**config.mk**
```make
export PLATFORM = sky130hd
export DESIGN_NAME = rde_mul
export DESIGN_NICKNAME = d
export VERILOG_FILES = /design/src/hw/rtl/rde_pkg.sv /design/src/hw/rtl/rde_mul.sv
export SDC_FILE = /design/constraint.sdc
export NUM_CORES = 2
export LEC_CHECK = 0
export ABC_CLOCK_PERIOD_IN_PS = 8100
export CORE_ASPECT_RATIO = 2
export CORE_MARGIN = 1
export CORE_UTILIZATION = 45
export DETAILED_ROUTE_END_ITERATION = 8
export DONT_BUFFER_PORTS = 1
export GPL_TIMING_DRIVEN = 0
export PLACE_DENSITY_LB_ADDON = 0.12
export SLEW_MARGIN = 10
export SYNTH_ARGS = -nofsm -noshare
export SYNTH_HDL_FRONTEND = slang
export SYNTH_SLANG_ARGS = --single-unit
```
**constraint.sdc**
```tcl
create_clock -name aclk -period 8.1 [get_ports aclk]
set_clock_uncertainty 0.2 [all_clocks]
set_input_delay 1.62 -clock aclk [delete_from_list [all_inputs] [get_ports aclk]]
set_output_delay 1.62 -clock aclk [all_outputs]
set_load 0.1 [all_outputs]
```
**src/hw/rtl/rde_pkg.sv**
```systemverilog
// ----------------------------------------------------------------------------
// rde_pkg
// Shared types and constants of the Richardson derivative estimator: word
// widths, the operand pair of the shared multiplier and the reciprocal table
// used to divide by 4^j - 1.
// ----------------------------------------------------------------------------
`timescale 1ns / 1ps

package rde_pkg;

    localparam int DATA_W     = 32;
    localparam int STEP_W     = 31;
    localparam int LEVEL_W    = 4;
    localparam int LCOUNT_W   = 5;
    localparam int CFG_IDX_W  = 4;
    localparam int MUL_A_W    = 33;
    localparam int MUL_B_W    = 32;
    localparam int MUL_P_W    = MUL_A_W + MUL_B_W;
    localparam int RECIP_SHIFT = 33;

    typedef struct packed {
        logic [MUL_A_W-1:0] a;
        logic [MUL_B_W-1:0] b;
    } mul_op_t;

    // floor(2^33 / (4^j - 1)), j = 1 .. 15
    function automatic logic [MUL_B_W-1:0] recip_of(input logic [LEVEL_W-1:0] j);
        logic [MUL_B_W-1:0] r;
        unique case (j)
            4'd1:    r = 32'd2863311530;
            4'd2:    r = 32'd572662306;
            4'd3:    r = 32'd136348168;
            4'd4:    r = 32'd33686018;
            4'd5:    r = 32'd8396808;
            4'd6:    r = 32'd2097664;
            4'd7:    r = 32'd524320;
            4'd8:    r = 32'd131074;
            4'd9:    r = 32'd32768;
            4'd10:   r = 32'd8192;
            4'd11:   r = 32'd2048;
            4'd12:   r = 32'd512;
            4'd13:   r = 32'd128;
            4'd14:   r = 32'd32;
            4'd15:   r = 32'd8;
            default: r = 32'd0;
        endcase
        return r;
    endfunction

endpackage

```
**src/hw/rtl/rde_mul.sv**
```systemverilog
// ----------------------------------------------------------------------------
// rde_mul
// Shared unsigned 33 x 32 multiplier with a registered product; serves the
// central difference scaling and the reciprocal divide of each row entry.
// ----------------------------------------------------------------------------
`timescale 1ns / 1ps

module rde_mul (
    input  logic                              aclk,
    input  rde_pkg::mul_op_t                  op,
    output logic [rde_pkg::MUL_P_W-1:0]       prod_reg
);

    always_ff @(posedge aclk) begin
        prod_reg <= rde_pkg::MUL_P_W'(op.a) * rde_pkg::MUL_P_W'(op.b);
    end

endmodule

```
Yosys cells after proc, flatten, opt, wreduce, memory -nomap -nowiden

Cells that the tools add are included.

Register bits: 65
Output and inout port bits: 65
Word-level logic and storage cells: 2

Multipliers: 1

Operators with widths:

| cell                                           | count |
|---|---|
| 33-bit by 32-bit multiplier with 65-bit output | 1 |

Depth between registers and ports, before layout

Word-level depth: 1
Gate-level depth with buffers: 27
Depth with buffers taken out: 25

Least setup slack after synthesis

No wires, ideal clock.

Path type: input to register
Start point: input op[60] (netlist name)
End point: register prod_reg[61] (netlist name)
Data arrival time: 8128 ps
Required time: 7762 ps
Setup slack: -366 ps
Stages: 26
Path buffers: 2
Cell sequence: clkbuf_1 -> nand2_1 -> fa_1 -> inv_1 -> fa_1 -> fa_1 -> inv_1 -> fa_1 -> inv_1 -> fa_1 -> fa_1 -> fa_1 -> inv_1 -> fa_1 -> inv_1 -> ha_1 -> clkbuf_1 -> and4_1 -> nand2b_1 -> a2bb2oi_1 -> o21ai_0 -> a211oi_2 -> o31ai_4 -> a41o_1 -> nor4b_1 -> a311oi_1

Cells in the longest elaborated chain, start to end: 1

Ends and longest elaborated chain:

| what                                           | line          | source |
|---|---|---|
| from (decl)                                    | rde_mul.sv:10 | `input rde_pkg::mul_op_t op,` |
| 33-bit by 32-bit multiplier with 65-bit output | rde_mul.sv:15 | `prod_reg <= rde_pkg::MUL_P_W'(op.a) * rde_pkg::MUL_P_W'(op.b);` |
| to (signal assigned)                           | rde_mul.sv:15 |  |
| to (decl)                                      | rde_mul.sv:11 | `output logic [rde_pkg::MUL_P_W-1:0] prod_reg` |

Every way passes these cells.

Worst setup path after layout

Start point: input op[33] (netlist name)
End point: register prod_reg[61] (netlist name)

Same word-level chain as after synthesis.

==> results.md <==
* Outcome: finished, violations left
* Failing checks: setup timing
* Xor/xnor cell area share of the yosys netlist at 0.0138
* Residual DRC at 0
* Hold crit path type: in -> reg
* Slew margin rel. at 0.197
* Crit end category: flip-flop
* Syn_area_per_cell at 9.05 um^2
* Area of the multi-input gates at 31500 um^2
* Synth top area share at 0.521
* Grt total ovfl at 0
* Final wirelength at 156 mm
* DRT antenna net count at 0
* Cell Area, Synth at 35600 um^2
* Mux share of post-synthesis cell area at 0.000317
* FFs w/ async S/R, synth at 0
* Post-route setup slack at -245 ps
* WL met2 at 79.1 mm
* Largest fanout on the critical path at 10
* Die H at 399 um
* Top layer in use: met5
* Clock Tree Buf Depth at 2
* Die area at 80200 um^2
* Post-synth EDFFs at 0
* Row cnt at 145
* Register area at 1300 um^2
* Drt first pass iters at 5
* Worst-Margin Slew at 1200 ps
* Adder-cell share of the synthesized area at 0.614
* Antenna violations before repair at 12
* Avg Vias per Cell at 5.56
* RSZ-0062 raised after global routing: true
* M1 WL at 44.0 mm
* Max Slew Vio Count at 0
* Hold violation count in the final report at 0
* Ys flop type: dfxtp_1
* Inserted Clock Buffers at 9
* GR Util All Layers at 0.405
* CP startpoint: op[33]
* WHS Endpoint: prod_reg[0]$_DFF_P_
* Yosys Warn Count at 0
* DRT iter0 DRCs at 1424
* Routed length on met3 at 10.2 mm
* Post-synth cell types at 67
* Setup Crit Path Kind: in -> reg
* Synth area leaders: fa_1, inv_1, ha_1
* Initial Util at 0.455
* Area added between synthesis and finish at 18.3%
* Worst-path clk slew at 60 ps
* Worst Hold Launch: op[0]
* Crit path launch type: input pin
* Layout cells sized above 1 at 0.170
* IO Pins at 131
* Main combinational cell family by area after synthesis: adder cells
* Chip Width at 201 um
* Htree depth at 3
* Global-route wire length before repair at 221 mm
* Simple-gate share of the synthesized area at 0.172
* Sink Count at 65
* CP arrival at 8480 ps
* Port bufs at 0
* Pin count of the biggest net entering global routing at 15
* Min Tclk post-route at 8350 ps
* Filler Cell Count at 7398
* Syn nets at 5185
* # setup viols final at 18
* Max_cap viols at 0
* GPL Wtd Cong at 1.04
* # nets final at 5311
* Routed length per placed instance at 30.6 um
* Post-synthesis compound-gate area fraction at 0.0417
* CTS Root Cell: clkbuf_16
* Yosys reg bits at 65
* Cells after synthesis at 3929
* CTS tree: yes
* Vias in the first global route at 32076
* Max FFs per register at 65
* Routed vias at 28382
* CP required at 8230 ps
* Post-synth top area cell: fa_1
* Seq/Total Area, Yosys at 0.0366
* Peak Freq at 0.120 GHz
* Worst hold stages at 1
* Detail Placement HPWL at 130 mm
* Final worst-path cycle share at 1.03
* Hold WS at 1160 ps
* CORE AREA at 78200 um^2
timing repair:
item	in CTS	in global routing
setup buffers	80	42
cloned	3	1
pin swaps	147	198
hold buffers	0	0
endpoints found under the setup margin	48	37
gates resized for setup	656	291
how the worst max path moves through the flow:
stage,to,slack [ps]
global placement,prod_reg[54]$_DFF_P_,-2140
finish,prod_reg[61]$_DFF_P_,-250
detailed placement,prod_reg[54]$_DFF_P_,-2130
global route,prod_reg[61]$_DFF_P_,-430
CTS,prod_reg[57]$_DFF_P_,-380
floorplan,prod_reg[61]$_DFF_P_,-8
Yosys cell counts, types with 7 or more instances:
master and instances:
nor3_1 12, a21o_1 26, dfxtp_1 65, clkbuf_1 213, ha_1 264, nand3_1 20, inv_1 930, nand2_1 632
nor2_1 37, fa_1 926, xor2_1 23, nand4_1 13, o21bai_1 18, o21ai_0 33, xnor2_1 33, and3_1 9
a31oi_1 8, a211oi_1 7, and2_1 488, a21oi_1 79
cell type report:
| cell class | instances | area share |
|---|---|---|
| diodes | 12 | 0.000714 |
| well taps | 1029 | 0.0306 |
| flip-flops and latches | 65 | 0.0310 |
| clock buffers | 9 | 0.00536 |
| plain buffers | 206 | 0.0703 |
| repair buffers | 126 | 0.0268 |
| clock inverters | 7 | 0.00208 |
| inverters | 930 | 0.0834 |
| multi-input cells | 2717 | 0.750 |
cells by family after synthesis:
| family | count (synthesis) |
|---|---|
| AO/OA/AOI/OAI | 224 |
| XOR/XNOR | 56 |
| adder cells (fa/ha/maj) | 1190 |
| buffers and inverters | 1147 |
| flip-flops | 65 |
| multiplexers | 1 |
| AND/OR/NAND/NOR | 1246 |
worst max-delay path, stage by stage:
cell and delay [ps]:
clkbuf_2 250, and2_1 260, fa_1 520, fa_1 450
fa_1 530, fa_2 520, fa_1 640, fa_1 480
fa_1 530, fa_2 640, ha_4 230, a21oi_2 130
o21a_1 230, a2bb2oi_4 220, o21ai_2 90, a211oi_2 270
o31ai_4 180, a41oi_2 320, nand2_1 110, a311oi_2 260
cell usage in the layout, fill, tap and decap left out, drive strengths merged, types with 27 or more instances in the layout:
cell type	Yosys	layout
buf	4	196
nand2	632	632
a21o	27	27
fa	926	926
nor2	37	37
and2	492	492
ha	264	264
a21oi	81	81
xnor2	33	33
dfxtp	65	65
inv	930	930
o21ai	38	38
clkbuf	213	145
per-layer routing:
layer,global-route usage,vias up
met5,0,-
li1,-,11639
met1,0.355,14687
met4,0.457,8
met2,0.723,1320
met3,0.0900,728
metrics by stage:
stage | instance area, um^2 | TNS, ps | worst slack, ps | std cells | utilization
after floorplan | 35900 | -8.01 | -8.01 | 3929 | -
after global placement | 37200 | -75690 | -2140 | 4958 | 0.476
after detailed placement | 37200 | -76340 | -2130 | 4958 | 0.476
after CTS | 40900 | -3370 | -384 | 5052 | 0.523
after global routing | 42000 | -5230 | -429 | 5096 | 0.538
final | 42000 | -2070 | -245 | 5101 | 0.538
Power is not shown: default switching activity piles up to over one toggle a cycle in this logic, so the estimate is an artifact.
