<file path="config.mk">
export PLATFORM = sky130hd
export DESIGN_NAME = rde_row_ram
export DESIGN_NICKNAME = d
export VERILOG_FILES = /design/src/hw/rtl/rde_pkg.sv /design/src/hw/rtl/rde_row_ram.sv
export SDC_FILE = /design/constraint.sdc
export NUM_CORES = 1
export LEC_CHECK = 0
export BUFFER_PORTS_ARGS = -buffer_cell sky130_fd_sc_hd__buf_4
export CAP_MARGIN = 10
export CORE_MARGIN = 2
export CORE_UTILIZATION = 40
export CTS_BUF_LIST = sky130_fd_sc_hd__clkbuf_8
export DETAILED_ROUTE_END_ITERATION = 16
export GPL_ROUTABILITY_DRIVEN = 1
export PLACE_DENSITY = 0.64
export SYNTH_ARGS = -nofsm -noshare
export SYNTH_HDL_FRONTEND = slang
export SYNTH_SLANG_ARGS = --single-unit
</file>
<file path="constraint.sdc">
create_clock -name aclk -period 12.6 [get_ports aclk]
set_input_delay 2.52 -clock aclk [delete_from_list [all_inputs] [get_ports aclk]]
set_output_delay 2.52 -clock aclk [all_outputs]
set_load 0.05 [all_outputs]
</file>
<file path="src/hw/rtl/rde_pkg.sv">
// ----------------------------------------------------------------------------
// rde_pkg
// Shared types and constants of the Richardson derivative estimator: word
// widths, the operand pair of the shared multiplier and the reciprocal table
// used to divide by 4^j - 1.
// ----------------------------------------------------------------------------
`timescale 1ns / 1ps

package rde_pkg;

    localparam int DATA_W     = 32;
    localparam int STEP_W     = 31;
    localparam int LEVEL_W    = 4;
    localparam int LCOUNT_W   = 5;
    localparam int CFG_IDX_W  = 4;
    localparam int MUL_A_W    = 33;
    localparam int MUL_B_W    = 32;
    localparam int MUL_P_W    = MUL_A_W + MUL_B_W;
    localparam int RECIP_SHIFT = 33;

    typedef struct packed {
        logic [MUL_A_W-1:0] a;
        logic [MUL_B_W-1:0] b;
    } mul_op_t;

    // floor(2^33 / (4^j - 1)), j = 1 .. 15
    function automatic logic [MUL_B_W-1:0] recip_of(input logic [LEVEL_W-1:0] j);
        logic [MUL_B_W-1:0] r;
        unique case (j)
            4'd1:    r = 32'd2863311530;
            4'd2:    r = 32'd572662306;
            4'd3:    r = 32'd136348168;
            4'd4:    r = 32'd33686018;
            4'd5:    r = 32'd8396808;
            4'd6:    r = 32'd2097664;
            4'd7:    r = 32'd524320;
            4'd8:    r = 32'd131074;
            4'd9:    r = 32'd32768;
            4'd10:   r = 32'd8192;
            4'd11:   r = 32'd2048;
            4'd12:   r = 32'd512;
            4'd13:   r = 32'd128;
            4'd14:   r = 32'd32;
            4'd15:   r = 32'd8;
            default: r = 32'd0;
        endcase
        return r;
    endfunction

endpackage

</file>
<file path="src/hw/rtl/rde_row_ram.sv">
// ----------------------------------------------------------------------------
// rde_row_ram
// Single-port-write, single-port-read synchronous memory holding the last
// Richardson row; read data is registered.
// ----------------------------------------------------------------------------
`timescale 1ns / 1ps

module rde_row_ram #(
    parameter int DEPTH  = 16,
    parameter int ADDR_W = 4
) (
    input  logic                              aclk,
    input  logic                              wr_en,
    input  logic [ADDR_W-1:0]                 wr_addr,
    input  logic signed [rde_pkg::DATA_W-1:0] wr_data,
    input  logic                              rd_en,
    input  logic [ADDR_W-1:0]                 rd_addr,
    output logic signed [rde_pkg::DATA_W-1:0] rd_data_reg
);

    logic signed [rde_pkg::DATA_W-1:0] mem [DEPTH];

    always_ff @(posedge aclk) begin
        if (wr_en) begin
            mem[wr_addr] <= wr_data;
        end
    end

    always_ff @(posedge aclk) begin
        if (rd_en) begin
            rd_data_reg <= mem[rd_addr];
        end
    end

endmodule

</file>
Yosys cells after proc, flatten, opt, wreduce, memory -nomap -nowiden --
Memory sizes are Yosys's and may differ from the RTL's. A register that Yosys moved wholly into a read port is not among the register bits. Index checks and enable logic that the tools add are counted.
Storage, ports and cells: memory bits (writable) 512, bits in registers 0, memories 1, output and inout port bits 32
Memory list:
- mem | depth 16, width 32, rd ports 1, clocked after Yosys merged registers in 1, write ports 1, RTL line rde_row_ram.sv:21 | logic signed [rde_pkg::DATA_W-1:0] mem [DEPTH];
Cells by class: multiplexer cells 2
Operator list (number):
- 1-bit 2-to-1 mux | 2

Logic depth before layout (Yosys ltp) --
depth in word-level cells 2, mapped depth 5, mapped depth without buffers 3

Worst setup path before layout --
OpenSTA, ideal clock, no wires.
path kind input port to flip-flop, start point input port wr_addr[2], end point memory mem[0][0] (netlist bit) (enable), data arrival time 5238 ps, stages 2, slack 6900 ps, required time 12139 ps, buffers on the path 0, cells stage by stage or3b_2 -> nor3_1
RTL lines:
- from (decl) | RTL line rde_row_ram.sv:14 | input logic [ADDR_W-1:0] wr_addr,
- to (decl) | RTL line rde_row_ram.sv:21
Straight into the memory's write port.

==> flow_metrics.env <==
export IMPL_outcome="finished, final reports clean"
export IMPL_hold_buffers=0
export IMPL_port_buffer_count=74
export IMPL_io_pins=75
export IMPL_drt_pre_antenna_iters=5
export IMPL_hold_ws_ns=0.742
export IMPL_crit_buf_inv=2
export IMPL_root_buffer="clkbuf_8"
export IMPL_ir_drop_mv=0.0794
export IMPL_largest_reg_flops=512
export IMPL_ys_types=17
export IMPL_dpl_hpwl_mm=19.3
export IMPL_tightest_slew_ns=1.15
export IMPL_path_cells="clkbuf_8 > buf_4 > mux4_2 > a22oi_1 > nand2_1"
export IMPL_fp_coreArea_sq_um=50000
export IMPL_syn_mean_instance_area_sq_um=24.1
export IMPL_grt_overflow_total=0
export IMPL_drt_iter0_markers=1026
export IMPL_rsz0062_at_grt="no"
export IMPL_hold_depth=3
export IMPL_startpoint_type="input pin"
export IMPL_cts_buffer_depth=3
export IMPL_hold_path_class="reg -> reg"
export IMPL_areaGrowthSynthToFinish_pct=14.7
export IMPL_cpMaxStageDelayCell="buf_4"
export IMPL_cp_required_ns=12.96
export IMPL_num_vias=9259
export IMPL_die_h_microns=229
export IMPL_final_nets=1021
export IMPL_end_kind="flip-flop"
export IMPL_cts_tree="done"
export IMPL_drcViolationCount=0
export IMPL_reg2reg_from="mem[8][31]"
export IMPL_start_util=0.404
export IMPL_synth_area_sq_um=20200
export IMPL_drive_gt1_frac=0.333
export IMPL_grt_max_degree=78
export IMPL_ys_seq_area_frac=0.810
export IMPL_grt_usage=0.166
export IMPL_critPathKind="in -> reg"
export IMPL_syn_instance_count=838
export IMPL_post_cts_resized=0
export IMPL_cp_max_fo=77
export IMPL_arrival_ns=5.20
export IMPL_finalCriticalPeriod_ns=4.85
export IMPL_numCtsBuffers=86
export IMPL_clkSinkCount=544
export IMPL_drt_total_wl_mm=42.8
export IMPL_slew_viol_final=0
export IMPL_r2r_end="rd_data_reg[31]"
export IMPL_grt_pass1_vias=9788
export IMPL_drt_wirelength_per_cell_microns=25.0
export IMPL_viasPerCell=5.41
export IMPL_n_antenna_cell=0
export IMPL_yosysWarnings=0
export IMPL_syn_nets=881
export IMPL_row_count=82
export IMPL_cap_violations=0
export IMPL_crit_family="buffers and inverters"
export IMPL_cts_setup_buffers=0
export IMPL_period_share=0.385
export IMPL_grt_pass1_wl_mm=62.6
export IMPL_max_slew_margin_rel=0.236
export IMPL_antenna_found_initial=0
export IMPL_holdPathEnd="rd_data_reg[3]"
export IMPL_min_from="mem[14][3]"
export IMPL_dieArea_sq_um=52200
export IMPL_tns_ns=0
export IMPL_ys_seq_elements=544
export IMPL_setup_viol=0
export IMPL_clock_skew_ns=0.0146
export IMPL_rrSetupSlack_ns=11.17
export IMPL_gp_congestion=0.685
export IMPL_power_density_nw_per_um2=154
export IMPL_cpPeakStageDelay_ns=0.93
export IMPL_p_leak_nw=7.40
export IMPL_max_freq_mhz=206
export IMPL_clkLatencyLatePin_ns=0.62
export IMPL_ant_nets=0
export IMPL_htreeDepth=3
export IMPL_clk_pin_slew_ns=0.06
export IMPL_r2r_cells=3
export IMPL_hold_viol_final=0
export IMPL_die_w_microns=229
-- cell usage in the layout, fill, tap and decap left out, drive strengths merged --
master | Yosys | layout
inv | 0 | 25
a22oi | 64 | 64
or3b | 1 | 1
edfxtp | 544 | 544
nor3 | 4 | 4
nand3b | 2 | 2
buf | 26 | 94
nand2 | 33 | 33
nor2b | 2 | 2
clkbuf | 17 | 91
nor2 | 13 | 13
clkinv | 0 | 34
and2 | 1 | 1
mux4 | 128 | 128
clkinvlp | 0 | 2
nand3 | 1 | 1
nand2b | 2 | 2
-- per-layer routing --
layer  wire length (microns)  GRT usage  up-vias
met2                   21100      0.268      393
met3                    3610     0.0372       76
met4                     886     0.0484        0
met1                   17200      0.227     4892
met5                       0          0        -
li1                        -          -     3898
-- worst max path at each step --
stage,startpoint,end,slack (ns),depth (start not counted)
after floorplan,wr_addr[2],mem[0][0],6.90,2
after global placement,rd_addr[0],rd_data_reg[25],7.05,5
after detailed placement,rd_addr[0],rd_data_reg[20],7.03,5
after CTS,rd_addr[0],rd_data_reg[23],7.72,5
after global routing,rd_addr[0],rd_data_reg[0],7.52,5
final,rd_addr[0],rd_data_reg[25],7.75,5
-- worst reg2reg max path, stage by stage, from the launching register on --
cell,delay [ns]
edfxtp_1,0.37
mux4_2,0.46
a22oi_1,0.20
nand2_1,0.14
-- cell type report --
class / count / area [sq um]
fillers: 4116 / 26800
repair buffers: 95 / 719
well taps: 672 / 841
multi-input cells: 251 / 3750
clock buffers: 90 / 1240
flip-flops and latches: 544 / 16300
clock inverters: 61 / 254
-- power breakdown --
part | internal (W) | switching (W) | total, W | leakage (nW)
Clock | 0.000658 | 0.000644 | 0.00130 | 0.856
Combinational | 0.0000777 | 0.000130 | 0.000208 | 1.60
Sequential | 0.00204 | 0.0000118 | 0.00205 | 4.94
Total | 0.00278 | 0.000786 | 0.00356 | 7.40
-- through the flow --
step	total power, W	setup WS [ns]	area (sq um)	utilization	instances
floorplan	0.00221	6.90	20200	-	838
global placement	0.00230	7.05	21600	0.433	1562
detailed placement	0.00230	7.03	21600	0.433	1562
CTS	0.00361	7.72	23100	0.463	1713
global route	0.00369	7.52	23100	0.463	1713
finish	0.00356	7.75	23100	0.463	1713
-- synthesized netlist by cell type --
cell	instances	area, sq um
and2_1	1	6.26
nand2_1	33	124
a22oi_1	64	480
buf_1	9	33.8
nor3_1	4	20.0
nand2b_1	2	12.5
edfxtp_1	544	16300
nand3b_1	2	15.0
clkbuf_1	17	63.8
nand3_1	1	5.00
buf_6	2	22.5
nor2b_1	2	12.5
nor2_1	13	48.8
mux4_2	128	2880
buf_2	4	20.0
buf_4	11	82.6
or3b_2	1	8.76
-- logic make-up after synthesis --
logic type	synth area share
DFF	0.810
AOI/OAI and AO/OA	0.0238
and+or+nand+nor	0.0125
muxes	0.143
buffers and inverters	0.0110
(Power assumes the default switching activity.)
